--- src/design/msa_pkg.sv ---
// Shared types, widths and codes for the max-distance seat allocator.
package msa_pkg;

  // Fixed field widths
  localparam int SLOT_W   = 6;
  localparam int STATUS_W = 2;
  localparam int ROOM_W   = 7;

  // Build-time default and register reset value
  localparam int                MAX_SLOTS_DEF = 64;
  localparam logic [ROOM_W-1:0] ROOM_SIZE_RST = 7'd64;

  // Request codes
  localparam logic REQ_TAKE    = 1'b0;
  localparam logic REQ_RELEASE = 1'b1;

  // Result status codes
  localparam logic [STATUS_W-1:0] STATUS_OK      = 2'd0;
  localparam logic [STATUS_W-1:0] STATUS_FULL    = 2'd1;
  localparam logic [STATUS_W-1:0] STATUS_BAD_REL = 2'd2;

  // Commands from controller to datapath
  typedef struct packed {
    logic capture;     // latch request payload
    logic clr_wr;      // clearing pass: write zero at counter address
    logic scan_init;   // reset scan counter and best-gap tracking
    logic scan_step;   // issue one map read, fold in the previous one
    logic fin_commit;  // evaluate right end, mark chosen slot, set result
    logic rel_rd;      // read map at release index
    logic rel_commit;  // check release, free slot, set result
    logic load_out;    // move result into output register
  } msa_cmd_t;

  // Status from datapath to controller
  typedef struct packed {
    logic clear_last;  // clearing pass at last entry
    logic scan_done;   // all reads issued and folded in
    logic out_free;    // output register can take a result this cycle
    logic in_take;     // incoming request is a take
  } msa_stat_t;

endpackage

--- src/design/msa_if.sv ---
// Handshake channel interfaces for requests and results.
interface msa_req_if import msa_pkg::*; ();
  logic              valid;
  logic              ready;
  logic              req_type;
  logic [SLOT_W-1:0] slot_index;

  modport source (output valid, output req_type, output slot_index, input ready);
  modport sink   (input valid, input req_type, input slot_index, output ready);
endinterface

interface msa_rsp_if import msa_pkg::*; ();
  logic                valid;
  logic                ready;
  logic [SLOT_W-1:0]   assigned_slot;
  logic [STATUS_W-1:0] status;

  modport source (output valid, output assigned_slot, output status, input ready);
  modport sink   (input valid, input assigned_slot, input status, output ready);
endinterface

--- src/design/msa_ram.sv ---
// Generic single-write, single-read RAM with registered read data.
module msa_ram #(
  parameter int WIDTH = 1,
  parameter int DEPTH = 64,
  localparam int AW   = (DEPTH > 1) ? $clog2(DEPTH) : 1
) (
  input  logic             clk,
  input  logic             we,
  input  logic [AW-1:0]    waddr,
  input  logic [WIDTH-1:0] wdata,
  input  logic             re,
  input  logic [AW-1:0]    raddr,
  output logic [WIDTH-1:0] rdata
);

  logic [WIDTH-1:0] mem [DEPTH];
  logic [WIDTH-1:0] rdata_r;

  always_ff @(posedge clk) begin
    if (we) begin
      mem[waddr] <= wdata;
    end
    if (re) begin
      rdata_r <= mem[raddr];
    end
  end

  assign rdata = rdata_r;

endmodule

--- src/design/msa_ctrl.sv ---
// Controller state machine: clearing pass, take scan, release and result hand-off.
module msa_ctrl import msa_pkg::*; (
  input  logic      clk,
  input  logic      rst_n,
  input  logic      in_valid,
  output logic      in_ready,
  input  msa_stat_t stat,
  output msa_cmd_t  cmd
);

  typedef enum logic [6:0] {
    S_CLEAR = 7'b0000001,
    S_IDLE  = 7'b0000010,
    S_SCAN  = 7'b0000100,
    S_FINAL = 7'b0001000,
    S_RDREL = 7'b0010000,
    S_REL   = 7'b0100000,
    S_DONE  = 7'b1000000
  } state_t;

  state_t state_r, state_nxt;

  always_ff @(posedge clk) begin
    if (!rst_n) begin
      state_r <= S_CLEAR;
    end else begin
      state_r <= state_nxt;
    end
  end

  // Next state and command decode
  always_comb begin
    state_nxt = state_r;
    cmd       = '0;
    in_ready  = 1'b0;
    case (state_r)
      S_CLEAR: begin
        cmd.clr_wr = 1'b1;
        if (stat.clear_last) begin
          state_nxt = S_IDLE;
        end
      end
      S_IDLE: begin
        in_ready = 1'b1;
        if (in_valid) begin
          cmd.capture = 1'b1;
          if (stat.in_take) begin
            cmd.scan_init = 1'b1;
            state_nxt     = S_SCAN;
          end else begin
            state_nxt = S_RDREL;
          end
        end
      end
      S_SCAN: begin
        cmd.scan_step = 1'b1;
        if (stat.scan_done) begin
          state_nxt = S_FINAL;
        end
      end
      S_FINAL: begin
        cmd.fin_commit = 1'b1;
        state_nxt      = S_DONE;
      end
      S_RDREL: begin
        cmd.rel_rd = 1'b1;
        state_nxt  = S_REL;
      end
      S_REL: begin
        cmd.rel_commit = 1'b1;
        state_nxt      = S_DONE;
      end
      S_DONE: begin
        if (stat.out_free) begin
          cmd.load_out = 1'b1;
          state_nxt    = S_IDLE;
        end
      end
      default: begin
        state_nxt = S_CLEAR;
      end
    endcase
  end

endmodule

--- src/design/msa_dp.sv ---
// Datapath: occupancy RAM, gap scan, release check and result registers.
module msa_dp import msa_pkg::*; #(
  parameter int MAX_SLOTS = MAX_SLOTS_DEF
) (
  input  logic                clk,
  input  logic                rst_n,
  input  msa_cmd_t            cmd,
  output msa_stat_t           stat,
  input  logic [ROOM_W-1:0]   room_size,
  input  logic                in_req_type,
  input  logic [SLOT_W-1:0]   in_slot_index,
  output logic                out_valid,
  input  logic                out_ready,
  output logic [SLOT_W-1:0]   out_assigned_slot,
  output logic [STATUS_W-1:0] out_status
);

  localparam int AW = (MAX_SLOTS > 1) ? $clog2(MAX_SLOTS) : 1;  // map address
  localparam int NW = $clog2(MAX_SLOTS + 1);                    // holds a count
  localparam int XW = (NW > ROOM_W) ? NW : ROOM_W;              // compare width

  // Effective room size, clamped to 1..MAX_SLOTS
  logic [XW-1:0] room_x;
  logic [NW-1:0] n;
  assign room_x = XW'(room_size);
  always_comb begin
    if (room_x == '0) begin
      n = NW'(1);
    end else if (room_x > XW'(MAX_SLOTS)) begin
      n = NW'(MAX_SLOTS);
    end else begin
      n = NW'(room_x);
    end
  end

  // Registers
  logic [NW-1:0]       cnt_r, cnt_nxt;
  logic                rd_vld_r, rd_vld_nxt;
  logic [NW-1:0]       rd_idx_r, rd_idx_nxt;
  logic                seen_r, seen_nxt;
  logic [NW-1:0]       prev_r, prev_nxt;
  logic [NW-1:0]       best_d_r, best_d_nxt;
  logic [NW-1:0]       best_s_r, best_s_nxt;
  logic [SLOT_W-1:0]   idx_r, idx_nxt;
  logic [SLOT_W-1:0]   res_slot_r, res_slot_nxt;
  logic [STATUS_W-1:0] res_status_r, res_status_nxt;
  logic                out_valid_r, out_valid_nxt;
  logic [SLOT_W-1:0]   out_slot_r, out_slot_nxt;
  logic [STATUS_W-1:0] out_status_r, out_status_nxt;

  // Map RAM ports
  logic          ram_we, ram_wdata, ram_re, ram_q;
  logic [AW-1:0] ram_waddr, ram_raddr;

  msa_ram #(
    .WIDTH (1),
    .DEPTH (MAX_SLOTS)
  ) u_map (
    .clk   (clk),
    .we    (ram_we),
    .waddr (ram_waddr),
    .wdata (ram_wdata),
    .re    (ram_re),
    .raddr (ram_raddr),
    .rdata (ram_q)
  );

  // Scan step terms
  logic          issue;
  logic [NW-1:0] gap_d;
  logic [NW-1:0] last;
  logic [NW-1:0] end_d;
  logic          end_win;
  logic [NW-1:0] fin_d;
  logic [NW-1:0] fin_s;
  logic          in_range;

  assign issue   = cnt_r < n;
  assign gap_d   = (rd_idx_r - prev_r) >> 1;
  assign last    = n - NW'(1);
  assign end_d   = last - prev_r;
  assign end_win = (prev_r < last) && (end_d > best_d_r);
  assign fin_d   = end_win ? end_d : best_d_r;
  assign fin_s   = end_win ? last : best_s_r;
  assign in_range = XW'(idx_r) < XW'(n);

  assign stat.clear_last = (cnt_r == NW'(MAX_SLOTS - 1));
  assign stat.scan_done  = !issue && !rd_vld_r;
  assign stat.out_free   = !out_valid_r || out_ready;
  assign stat.in_take    = (in_req_type == REQ_TAKE);

  // RAM access selection
  always_comb begin
    ram_we    = 1'b0;
    ram_waddr = AW'(cnt_r);
    ram_wdata = 1'b0;
    ram_re    = 1'b0;
    ram_raddr = AW'(cnt_r);
    if (cmd.clr_wr) begin
      ram_we = 1'b1;
    end
    if (cmd.scan_step && issue) begin
      ram_re = 1'b1;
    end
    if (cmd.rel_rd) begin
      ram_re    = 1'b1;
      ram_raddr = AW'(idx_r);
    end
    if (cmd.fin_commit && (!seen_r || fin_d != '0)) begin
      ram_we    = 1'b1;
      ram_waddr = seen_r ? AW'(fin_s) : '0;
      ram_wdata = 1'b1;
    end
    if (cmd.rel_commit && in_range && ram_q) begin
      ram_we    = 1'b1;
      ram_waddr = AW'(idx_r);
    end
  end

  // Scan, release and result next-state logic
  always_comb begin
    cnt_nxt        = cnt_r;
    rd_vld_nxt     = rd_vld_r;
    rd_idx_nxt     = rd_idx_r;
    seen_nxt       = seen_r;
    prev_nxt       = prev_r;
    best_d_nxt     = best_d_r;
    best_s_nxt     = best_s_r;
    idx_nxt        = idx_r;
    res_slot_nxt   = res_slot_r;
    res_status_nxt = res_status_r;

    if (cmd.capture) begin
      idx_nxt = in_slot_index;
    end

    // clearing pass walks every entry, then rewinds
    if (cmd.clr_wr) begin
      cnt_nxt = stat.clear_last ? '0 : cnt_r + NW'(1);
    end

    if (cmd.scan_init) begin
      cnt_nxt    = '0;
      rd_vld_nxt = 1'b0;
      seen_nxt   = 1'b0;
      prev_nxt   = '0;
      best_d_nxt = '0;
      best_s_nxt = '0;
    end

    // one read issued per cycle; its data folds in during the following cycle
    if (cmd.scan_step) begin
      rd_vld_nxt = issue;
      rd_idx_nxt = cnt_r;
      if (issue) begin
        cnt_nxt = cnt_r + NW'(1);
      end
      if (rd_vld_r && ram_q) begin
        if (!seen_r) begin
          if (rd_idx_r != '0) begin
            best_d_nxt = rd_idx_r;
            best_s_nxt = '0;
          end
          seen_nxt = 1'b1;
        end else if (rd_idx_r > prev_r + NW'(1)) begin
          if (gap_d > best_d_r) begin
            best_d_nxt = gap_d;
            best_s_nxt = prev_r + gap_d;
          end
        end
        prev_nxt = rd_idx_r;
      end
    end

    // right end and final pick; empty row takes slot 0
    if (cmd.fin_commit) begin
      if (!seen_r) begin
        res_slot_nxt   = '0;
        res_status_nxt = STATUS_OK;
      end else if (fin_d == '0) begin
        res_slot_nxt   = '0;
        res_status_nxt = STATUS_FULL;
      end else begin
        res_slot_nxt   = SLOT_W'(fin_s);
        res_status_nxt = STATUS_OK;
      end
    end

    if (cmd.rel_commit) begin
      res_slot_nxt   = idx_r;
      res_status_nxt = (in_range && ram_q) ? STATUS_OK : STATUS_BAD_REL;
    end
  end

  // Output register
  always_comb begin
    out_valid_nxt  = out_valid_r;
    out_slot_nxt   = out_slot_r;
    out_status_nxt = out_status_r;
    if (out_valid_r && out_ready) begin
      out_valid_nxt = 1'b0;
    end
    if (cmd.load_out) begin
      out_valid_nxt  = 1'b1;
      out_slot_nxt   = res_slot_r;
      out_status_nxt = res_status_r;
    end
  end

  always_ff @(posedge clk) begin
    if (!rst_n) begin
      cnt_r       <= '0;
      rd_vld_r    <= 1'b0;
      out_valid_r <= 1'b0;
    end else begin
      cnt_r       <= cnt_nxt;
      rd_vld_r    <= rd_vld_nxt;
      out_valid_r <= out_valid_nxt;
    end
  end

  always_ff @(posedge clk) begin
    rd_idx_r     <= rd_idx_nxt;
    seen_r       <= seen_nxt;
    prev_r       <= prev_nxt;
    best_d_r     <= best_d_nxt;
    best_s_r     <= best_s_nxt;
    idx_r        <= idx_nxt;
    res_slot_r   <= res_slot_nxt;
    res_status_r <= res_status_nxt;
    out_slot_r   <= out_slot_nxt;
    out_status_r <= out_status_nxt;
  end

  assign out_valid         = out_valid_r;
  assign out_assigned_slot = out_slot_r;
  assign out_status        = out_status_r;

endmodule

--- src/design/max_distance_seat_allocator.sv ---
// Max-distance seat allocator top level: APB register, controller and datapath.
// Keeps an occupancy map of MAX_SLOTS slots in a one-bit RAM. A take request
// scans the map one slot per cycle over the effective room size n (room_size
// clamped to 1..MAX_SLOTS), then picks the free slot farthest from its nearest
// occupied neighbor (lowest index on ties) and marks it. The single RAM read
// port sets the pace: after the scan the controller passes S_FINAL, then holds
// the result in S_DONE until the output register is free. A release reads the
// slot in S_RDREL and frees it in S_REL, then also passes S_DONE. One request
// is in flight at a time; the result sits in an output register, so it may
// wait for the sink while the next request is taken. After reset a clearing
// pass writes every map entry, during which no request is accepted; register
// writes are accepted at any time. Status 1 means the row is full, status 2 a
// release of a free or out-of-range slot.
module max_distance_seat_allocator import msa_pkg::*; #(
  parameter int MAX_SLOTS = MAX_SLOTS_DEF
) (
  input  logic        clk,
  input  logic        rst_n,
  msa_req_if.sink     in_req,
  msa_rsp_if.source   out_rsp,
  input  logic        psel,
  input  logic        penable,
  input  logic        pwrite,
  input  logic [2:0]  paddr,
  input  logic [31:0] pwdata,
  output logic [31:0] prdata,
  output logic        pready
);

  logic [ROOM_W-1:0] room_size_r, room_size_nxt;
  logic              reg_sel;
  msa_cmd_t          cmd;
  msa_stat_t         stat;

  // Register 0 at byte address 0; address 4 is unmapped
  assign reg_sel = (paddr[2] == 1'b0);
  assign pready  = 1'b1;

  always_comb begin
    room_size_nxt = room_size_r;
    if (psel && penable && pwrite && reg_sel) begin
      room_size_nxt = pwdata[ROOM_W-1:0];
    end
  end

  always_ff @(posedge clk) begin
    if (!rst_n) begin
      room_size_r <= ROOM_SIZE_RST;
    end else begin
      room_size_r <= room_size_nxt;
    end
  end

  assign prdata = reg_sel ? {{(32-ROOM_W){1'b0}}, room_size_r} : '0;

  msa_ctrl u_ctrl (
    .clk      (clk),
    .rst_n    (rst_n),
    .in_valid (in_req.valid),
    .in_ready (in_req.ready),
    .stat     (stat),
    .cmd      (cmd)
  );

  msa_dp #(
    .MAX_SLOTS (MAX_SLOTS)
  ) u_dp (
    .clk               (clk),
    .rst_n             (rst_n),
    .cmd               (cmd),
    .stat              (stat),
    .room_size         (room_size_r),
    .in_req_type       (in_req.req_type),
    .in_slot_index     (in_req.slot_index),
    .out_valid         (out_rsp.valid),
    .out_ready         (out_rsp.ready),
    .out_assigned_slot (out_rsp.assigned_slot),
    .out_status        (out_rsp.status)
  );

endmodule

--- src/flat_wrapper.sv ---
// flat-port wrapper written by rule: the top's interface ports become plain ports
module max_distance_seat_allocator_flat import msa_pkg::*;
#(
  parameter int MAX_SLOTS = MAX_SLOTS_DEF
)
  (clk, rst_n, psel, penable, pwrite, paddr, pwdata, prdata, pready, in_req_valid, in_req_req_type, in_req_slot_index, in_req_ready, out_rsp_valid, out_rsp_assigned_slot, out_rsp_status, out_rsp_ready);
  msa_req_if in_req_i ();
  msa_rsp_if out_rsp_i ();
  input  logic clk;
  input  logic rst_n;
  input  logic psel;
  input  logic penable;
  input  logic pwrite;
  input  logic [2:0] paddr;
  input  logic [31:0] pwdata;
  output logic [31:0] prdata;
  output logic pready;
  input wire logic [$bits(in_req_i.valid)-1:0] in_req_valid;
  input wire logic [$bits(in_req_i.req_type)-1:0] in_req_req_type;
  input wire logic [$bits(in_req_i.slot_index)-1:0] in_req_slot_index;
  output wire logic [$bits(in_req_i.ready)-1:0] in_req_ready;
  output wire logic [$bits(out_rsp_i.valid)-1:0] out_rsp_valid;
  output wire logic [$bits(out_rsp_i.assigned_slot)-1:0] out_rsp_assigned_slot;
  output wire logic [$bits(out_rsp_i.status)-1:0] out_rsp_status;
  input wire logic [$bits(out_rsp_i.ready)-1:0] out_rsp_ready;
  assign in_req_i.valid = in_req_valid;
  assign in_req_i.req_type = in_req_req_type;
  assign in_req_i.slot_index = in_req_slot_index;
  assign in_req_ready = in_req_i.ready;
  assign out_rsp_valid = out_rsp_i.valid;
  assign out_rsp_assigned_slot = out_rsp_i.assigned_slot;
  assign out_rsp_status = out_rsp_i.status;
  assign out_rsp_i.ready = out_rsp_ready;
  max_distance_seat_allocator #(.MAX_SLOTS(MAX_SLOTS)) u_core (.clk(clk), .rst_n(rst_n), .in_req(in_req_i), .out_rsp(out_rsp_i), .psel(psel), .penable(penable), .pwrite(pwrite), .paddr(paddr), .pwdata(pwdata), .prdata(prdata), .pready(pready));
endmodule
--- config.mk ---
export PLATFORM = sky130hd
export DESIGN_NAME = max_distance_seat_allocator_flat
export DESIGN_NICKNAME = d
export VERILOG_FILES = /design/src/design/msa_pkg.sv /design/src/design/msa_if.sv /design/src/design/msa_ram.sv /design/src/design/msa_ctrl.sv /design/src/design/msa_dp.sv /design/src/design/max_distance_seat_allocator.sv /design/src/flat_wrapper.sv
export SDC_FILE = /design/constraint.sdc
export NUM_CORES = 1
export LEC_CHECK = 0
export BUFFER_PORTS_ARGS = -buffer_cell sky130_fd_sc_hd__buf_2
export CAP_MARGIN = 25
export CORE_ASPECT_RATIO = 0.9
export CORE_MARGIN = 3
export CORE_UTILIZATION = 55
export CTS_CLUSTER_DIAMETER = 80
export DETAILED_ROUTE_END_ITERATION = 7
export PLACE_DENSITY = 0.76
export SETUP_SLACK_MARGIN = 0.5
export SLEW_MARGIN = 20
export SYNTH_ARGS = -nofsm -noshare
export SYNTH_HDL_FRONTEND = slang
export SYNTH_HIERARCHICAL = 1
export SYNTH_SLANG_ARGS = --single-unit
--- constraint.sdc ---
create_clock -name clk -period 11.2 [get_ports clk]
set_input_delay 1.12 -clock clk [delete_from_list [all_inputs] [get_ports clk]]
set_output_delay 1.12 -clock clk [all_outputs]
set_load 0.03 [all_outputs]
==> results of run 1 <==
## Yosys cell counts (9+ instances only)
| cell | instances |
|---|---|
| sky130_fd_sc_hd__buf_4 | 30 |
| sky130_fd_sc_hd__nor2_1 | 104 |
| sky130_fd_sc_hd__nor3_1 | 13 |
| sky130_fd_sc_hd__mux4_2 | 10 |
| sky130_fd_sc_hd__nand2b_1 | 10 |
| sky130_fd_sc_hd__inv_1 | 31 |
| sky130_fd_sc_hd__nor2b_1 | 21 |
| sky130_fd_sc_hd__dfxtp_1 | 44 |
| sky130_fd_sc_hd__a21o_1 | 9 |
| sky130_fd_sc_hd__a21oi_1 | 30 |
| sky130_fd_sc_hd__nand2_1 | 65 |
| sky130_fd_sc_hd__clkbuf_1 | 22 |
| sky130_fd_sc_hd__nand3_1 | 21 |
| sky130_fd_sc_hd__edfxtp_1 | 94 |
| sky130_fd_sc_hd__ha_1 | 52 |
| sky130_fd_sc_hd__mux2i_1 | 15 |
| sky130_fd_sc_hd__o31ai_1 | 10 |
| sky130_fd_sc_hd__o21ai_0 | 38 |
| sky130_fd_sc_hd__xnor2_1 | 18 |
| sky130_fd_sc_hd__o21a_1 | 9 |
## cells in the final DEF (no fill, tap or decap), types with 9 or more instances in the layout
master	instances
sky130_fd_sc_hd__nand2b_1	10
sky130_fd_sc_hd__mux4_2	10
sky130_fd_sc_hd__nor2_1	104
sky130_fd_sc_hd__a21o_1	9
sky130_fd_sc_hd__o31ai_1	10
sky130_fd_sc_hd__nor2b_1	21
sky130_fd_sc_hd__clkbuf_16	17
sky130_fd_sc_hd__nand2_1	65
sky130_fd_sc_hd__inv_1	31
sky130_fd_sc_hd__nor3_1	13
sky130_fd_sc_hd__buf_2	38
sky130_fd_sc_hd__edfxtp_1	94
sky130_fd_sc_hd__nand3_1	21
sky130_fd_sc_hd__conb_1	26
sky130_fd_sc_hd__ha_1	52
sky130_fd_sc_hd__o21ai_0	38
sky130_fd_sc_hd__a21oi_1	30
sky130_fd_sc_hd__dfxtp_1	44
sky130_fd_sc_hd__xnor2_1	18
sky130_fd_sc_hd__o21a_1	9
sky130_fd_sc_hd__mux2i_1	15
## worst max-delay path, cell delays in order (launching register included)
cell                      delay, ps
sky130_fd_sc_hd__dfxtp_1        380
sky130_fd_sc_hd__nor4_2         410
sky130_fd_sc_hd__a21oi_1        180
sky130_fd_sc_hd__nor2_1         270
sky130_fd_sc_hd__inv_1           80
sky130_fd_sc_hd__ha_1           260
sky130_fd_sc_hd__nor3b_1        150
sky130_fd_sc_hd__o21ai_0        380
sky130_fd_sc_hd__ha_1           390
sky130_fd_sc_hd__and3b_1        200
sky130_fd_sc_hd__a211o_1        260
sky130_fd_sc_hd__a311o_1        330
sky130_fd_sc_hd__ha_1           320
sky130_fd_sc_hd__and3_1         200
sky130_fd_sc_hd__nand2_1         70
sky130_fd_sc_hd__o21ai_0        200
sky130_fd_sc_hd__o211a_1        390
sky130_fd_sc_hd__o21ai_0        230
sky130_fd_sc_hd__nor2_4         140
sky130_fd_sc_hd__buf_4          500
sky130_fd_sc_hd__nor2_4         110
sky130_fd_sc_hd__a221o_1        430
sky130_fd_sc_hd__nor2b_1        190
sky130_fd_sc_hd__nand3_1        360
sky130_fd_sc_hd__nor2_1         280
## final timing paths
| path | from | slack [ps] | depth (start not counted) | endpoint |
|---|---|---|---|---|
| setup reg to reg | u_core/room_size_r[2] | 4170 | 24 | u_core/u_dp/u_map/mem[5] |
| hold reg to reg | u_core/u_dp/res_slot_r[0] | 420 | 0 | u_core/u_dp/out_assigned_slot[0] |
| setup / recovery | u_core/room_size_r[2] | 4170 | 24 | u_core/u_dp/u_map/mem[5] |
| hold / removal | u_core/u_dp/res_slot_r[0] | 420 | 0 | u_core/u_dp/out_assigned_slot[0] |
## sequential cells by signal, indices dropped and copies added, names as in the netlist, 2 cells and up
register	cells
u_core/u_dp/rd_idx_r	7
u_core/u_ctrl/state_r	7
u_core/u_dp/res_slot_r	6
u_core/u_dp/res_status_r	2
u_core/u_dp/idx_r	6
u_core/u_dp/out_assigned_slot	6
u_core/u_dp/best_s_r	6
u_core/u_dp/prev_r	7
u_core/u_dp/u_map/mem	64
u_core/u_dp/out_status	2
u_core/u_dp/best_d_r	7
u_core/u_dp/cnt_r	7
u_core/room_size_r	7
## per-layer routing
metal	up-vias	GRT usage, %
met5	-	0
met2	260	34.6
met4	0	5.92
met1	2974	34.4
met3	21	5.70
li1	2975	-
## final cells by class
class	count	area (um^2)
sequential	138	3700
multi-input combinational	602	4300
clock inverter	15	204
inverter	32	120
fill	1216	5600
timing repair buffer	41	220
tap	198	248
clock buffer	17	425
## cell families (layout without fill, tap and decap cells)
logic type / after synthesis / in the layout
buffers and inverters: 92 / 105
and+or+nand+nor: 312 / 312
other: 2 / 26
DFF: 138 / 138
xor gates and xnor gates: 22 / 22
adders and majority gates: 55 / 55
muxes: 39 / 39
AOI/OAI and AO/OA: 148 / 148
## through the flow
stage	utilization (%)	worst slack, ps	cell area, um^2	cells	hold WS, ps
6_report	62.2	4170	9220	1043	421
5_1_grt	62.2	3680	9220	1043	436
4_1_cts	62.1	4250	9200	1042	424
3_5_place_dp	57.9	4260	8570	1010	409
3_3_place_gp	57.9	4360	8570	1010	402
2_1_floorplan	-	4760	8480	832	400
## power by group
part           switching (mW)  internal (mW)  total, mW  leakage [nW]
Sequential             0.0523          0.587      0.639          1.21
Clock                   0.240          0.361      0.601         0.312
Combinational           0.491          0.357      0.847          2.05
Total                   0.783           1.30       2.09          3.57
==> metrics.cfg, run 1 <==
[critical_path]
crit_fanout = 67
critical_path_class = reg -> reg
worstPathArrival_ps = 7160
crit_required_ps = 11320
critical_path.startpoint_type = flop
critical_path.endpoint_type = flop

[run_status]
run_status = complete, no violations

[pwr]
power_density_nw_per_um2 = 226
vdd_drop_max_uv = 158
total_power_mw = 2.09
static-leakage-power_nw = 3.57

[detailed_routing]
drt_first_iter_violations = 518
wl_met2_mm = 8.51
number_of_design_rule_violations_left_after_detail_routing = 0
vias = 6230
drt_pre_antenna_iters = 5
routed_wirelength_mm = 19.0
met1_length_mm = 8.67
met3RoutedLength_mm = 1.62
antenna_violating_nets_post_route = 0
max_layer_used = met4
routed_wire_length_per_instance_um = 18.2
viasPerCell = 5.97

[sta]
setup_tns_ps = 0
setup_violations = 0
hold_viol_final = 0
fin_crit_sh_pct = 62.8
maxSlewViolCount = 0
max_freq_ghz = 0.142
worst-slew-pin-transition_ps = 1080
grt_setup_unrepaired = false
fin_worst_skew_ps = 9.93
fin_crit_ps = 7030
timing.slew.headroom_pct = 28.0

[yosys]
synth_area_per_cell_um2 = 10.4
synth_area_leaders = sky130_fd_sc_hd__edfxtp_1 34%, sky130_fd_sc_hd__dfxtp_1 10%, sky130_fd_sc_hd__ha_1 7.8%
synth_top_family_by_area = simple AND/OR/NAND/NOR gates
synthDominantCellAreaShare_pct = 33.6
cell_area_after_synthesis_um2 = 8390
synthesis.yosys.warnings = 6
synth-async-reset-ratio_pct = 0
synth.ff_latch_count = 138
synth-compound-area-share_pct = 12.0
netlist.top_cell.by_area = sky130_fd_sc_hd__edfxtp_1
postSynthCellCount = 808
synth-adder-area-share_pct = 8.47
synthMuxAreaShare_pct = 7.60
yosysSeqAreaShare_pct = 44.1
synth_cell_types = 85
synth_simple_gate_area_share_pct = 19.5
ys.flop_type = sky130_fd_sc_hd__edfxtp_1
synth_enable_flop_cells = 94
synth_xor_xnor_area_share_pct = 2.30

[floorplan]
die-area_um2 = 16800
io_pins = 92
floorplan.rows = 42
core_box_area_um2 = 14800
die_y_um = 123
initial_util_pct = 56.6
dieWidth_um = 136

[finish]
synthToLayoutAreaGrowth_pct = 9.86
share_of_layout_cells_above_drive_strength_1_pct = 14.3
finish.net_count = 936
n_antenna_cell = 0

[global_route]
wire_length_of_the_first_global_routing_pass_mm = 30.0
overflow_left_after_global_routing = 0
grt.total_usage_pct = 23.3
first_global_vias = 5696
pin_count_of_the_biggest_net_entering_global_routing = 68
grt_antenna_before_repair = 0

[clock_tree]
post_cts_setup_buffers = 0
clkTransAtPathRegs_ps = 60
post_cts_resize_count = 0
cts.hold.buffers_added = 0
cts.htree.levels = 4
cts.root.buffer_cell = sky130_fd_sc_hd__clkbuf_16
tritoncts_clock_tree = done
clock_insertion_delay_worst_skew_ps = 430
cts.path.max_buffers = 2
tritoncts.num_buffers = 17
clock_sinks = 138

[hold_path]
hold_path.class = reg -> reg

[placement]
portBuffers = 38
gp_routability_congestion = 0.905
detailedPlacementHpwl_mm = 13.3

[job]
max_cap_violations = 0

No activity file was read; power rests on OpenSTA's default activity.
==> run 2: changes to the inputs <==
- CORE_UTILIZATION: 55 -> 54
- PLACE_DENSITY: 0.76 -> 0.77
- clock period: 11.2 -> 5.9 ns (I/O delays scaled with it)
==> run 2 against run 1 <==
Against the previous run:
- final area is 7.6% higher
- register-to-register slack got worse by 3600 ps
- setup slack worse by 3600 ps
- clock skew about the same
- power rose by 100%
- non-clock buffer count grew 42
- critical path type unchanged
- critical endpoint is now u_core/u_dp/u_map/mem[3]
- largest cell class unchanged
==> metrics.cfg, run 2 (synthesis gave the netlist of run 1 again) <==
[run_status]
run_status = complete, no violations  ; unchanged

[pwr]
static-leakage-power_nw = 3.83  ; was 3.57 nW
vdd_drop_max_uv = 287  ; was 158 uV
power_density_nw_per_um2 = 424  ; was 226 nW/um^2

[clock_tree]
tritoncts_clock_tree = done  ; unchanged
cts.hold.buffers_added = 0  ; unchanged
clock_sinks = 138  ; unchanged
cts.htree.levels = 4  ; unchanged
clkTransAtPathRegs_ps = 70  ; was 60 ps
clock_insertion_delay_worst_skew_ps = 430  ; about the same
tritoncts.num_buffers = 17  ; unchanged
cts.path.max_buffers = 2  ; unchanged
cts.root.buffer_cell = sky130_fd_sc_hd__clkbuf_16  ; unchanged

[critical_path]
worst-path-buf-inv = 3  ; was 2
critical_path_class = reg -> reg  ; unchanged
ff2ff_setup_slack_ps = 570  ; was 4170 ps
critical_path.endpoint_type = flop  ; unchanged
crit_required_ps = 6040  ; was 11320 ps
crit_chain = nor4_4 -> a21oi_2 -> nor2_2 -> inv_2 -> ha_4 -> nor3b_4 -> o21ai_2 -> ha_4 -> and3b_1 -> a211o_1 -> a311o_1 -> ha_4 -> a21o_1 -> a221oi_2 -> o21ai_2 -> o211a_1 -> buf_4 -> mux2i_2 -> nor2_2 -> a221o_1 -> buf_4 -> or3_4 -> nor2_2  ; was nor4_2 -> a21oi_1 -> nor2_1 -> inv_1 -> ha_1 -> nor3b_1 -> o21ai_0 -> ha_1 -> and3b_1 -> a211o_1 -> a311o_1 -> ha_1 -> and3_1 -> nand2_1 -> o21ai_0 -> o211a_1 -> o21ai_0 -> nor2_4 -> buf_4 -> nor2_4 -> a221o_1 -> nor2b_1 -> nand3_1 -> nor2_1
worst_path_max_delay_cell = sky130_fd_sc_hd__or3_4  ; was sky130_fd_sc_hd__buf_4
crit_family = compound AO/OA/AOI/OAI gates  ; unchanged
slowest_delay_ps = 470  ; was 500 ps
crit_fanout = 8  ; was 67
worstPathArrival_ps = 5460  ; was 7160 ps
critical_path.startpoint_type = flop  ; unchanged

[global_route]
grt_antenna_before_repair = 0  ; unchanged
pin_count_of_the_biggest_net_entering_global_routing = 65  ; was 68
grt.total_usage_pct = 23.0  ; was 23.3%
overflow_left_after_global_routing = 0  ; unchanged
first_global_vias = 5937  ; was 5696
wire_length_of_the_first_global_routing_pass_mm = 30.7  ; was 30.0 mm

[sta]
hold_viol_final = 0  ; unchanged
timing.slew.headroom_pct = 43.6  ; was 28.0%
fin_crit_sh_pct = 90.3  ; was 62.8%
grt_setup_unrepaired = true  ; was false
post-route-worst-setup-slack_ps = 574  ; was 4170 ps
fin_crit_ps = 5330  ; was 7030 ps
fin_worst_skew_ps = 10.1  ; was 9.93 ps
setup_violations = 0  ; unchanged
max_freq_ghz = 0.188  ; was 0.142 GHz
maxSlewViolCount = 0  ; unchanged
hold_ws_ps = 341  ; was 421 ps
setup_tns_ps = 0  ; unchanged
worst-slew-pin-transition_ps = 834  ; was 1080 ps

[finish]
share_of_layout_cells_above_drive_strength_1_pct = 27.3  ; was 14.3%
finish.net_count = 978  ; was 936
n_antenna_cell = 0  ; unchanged
layout.cells.most_common = sky130_fd_sc_hd__edfxtp_1  ; was sky130_fd_sc_hd__nor2_1
largest_register = u_core/u_dp/u_map/mem  ; unchanged
post-route-util_pct = 66.2  ; was 62.2%
final_cell_area_um2 = 9920  ; was 9220 um^2
largest_reg_flops = 64  ; unchanged
most-common-layout-cells = 94 x sky130_fd_sc_hd__edfxtp_1, 67 x sky130_fd_sc_hd__nor2_1, 59 x sky130_fd_sc_hd__nand2_1  ; was 104 x sky130_fd_sc_hd__nor2_1, 94 x sky130_fd_sc_hd__edfxtp_1, 65 x sky130_fd_sc_hd__nand2_1
synthToLayoutAreaGrowth_pct = 18.2  ; was 9.86%

[floorplan]
dieWidth_um = 137  ; was 136 um
core_box_area_um2 = 15000  ; was 14800 um^2
floorplan.rows = 42  ; unchanged
die_y_um = 124  ; was 123 um
die-area_um2 = 17100  ; was 16800 um^2
initial_util_pct = 56.0  ; was 56.6%
io_pins = 92  ; unchanged

[placement]
gp_routability_congestion = 0.886  ; was 0.905
detailedPlacementHpwl_mm = 13.5  ; was 13.3 mm
pre_cts_ws_ps = -49.2  ; was 4260 ps
cell_area_after_placement_um2 = 8850  ; was 8570 um^2
portBuffers = 38  ; unchanged

[detailed_routing]
viasPerCell = 6.01  ; was 5.97
antenna_violating_nets_post_route = 0  ; unchanged
drt_pre_antenna_iters = 8  ; was 5
vias = 6520  ; was 6230
routed_wire_length_per_instance_um = 18.6  ; was 18.2 um
drt_first_iter_violations = 754  ; was 518
number_of_design_rule_violations_left_after_detail_routing = 0  ; unchanged
routed_wirelength_mm = 20.2  ; was 19.0 mm

[hold_path]
hold_path.class = in -> reg  ; was reg -> reg

[job]
max_cap_violations = 0  ; unchanged

## run 2: repair_timing
action,4_1_cts,5_1_grt
pin swaps,5,35
resized for setup,14,44
hold endpoints to repair,0,0
setup buffers,7,18
endpoints found under the setup margin,64,64
## run 2: per-layer routing
layer  wire (um)  track usage (%)  vias up
met3        1710             5.94       40
met4         314             7.69        0
met1        8970             33.9     3119
met5           0                0        -
li1            -                -     3041
met2        9160             33.1      320
## run 2: cell type report
class,instances,area [um^2]
clock buffers,17,425
clock inverters,15,176
fillers,1100,5060
inverters,32,120
multi-input cells,602,4700
flip-flops and latches,138,3710
well taps,198,248
repair buffers,83,543
## run 2: where the power goes
group / internal (mW) / switching (mW) / leakage, nW / total (mW)
logic: 0.838 / 1.06 / 2.32 / 1.90
clock network: 0.641 / 0.457 / 0.298 / 1.10
registers: 1.11 / 0.101 / 1.21 / 1.21
## run 2: path summary, 6_finish.rpt
kind                        startpoint                                to  cells past startpoint
max              u_core/room_size_r[3]          u_core/u_dp/u_map/mem[3]                     23
min               in_req_slot_index[2]              u_core/u_dp/idx_r[2]                      1
max reg2reg      u_core/room_size_r[3]          u_core/u_dp/u_map/mem[3]                     23
min reg2reg  u_core/u_dp/res_slot_r[4]  u_core/u_dp/out_assigned_slot[4]                      0
## run 2: worst reg2reg max path: cells and delay by family (launching register included)
kind / cells / cell delay, ps
AO/OA/AOI/OAI: 9 / 1950
adder cells (fa/ha/maj): 3 / 650
buffers and inverters: 3 / 390
flip-flops: 1 / 340
multiplexers: 1 / 220
AND/OR/NAND/NOR: 7 / 1490
## run 2: stage by stage
step / cells / total power, mW
after floorplan: 832 / 2.56
after global placement: 1027 / 2.87
after detailed placement: 1027 / 2.91
after CTS: 1066 / 4.03
after global routing: 1085 / 4.43
final: 1085 / 4.21
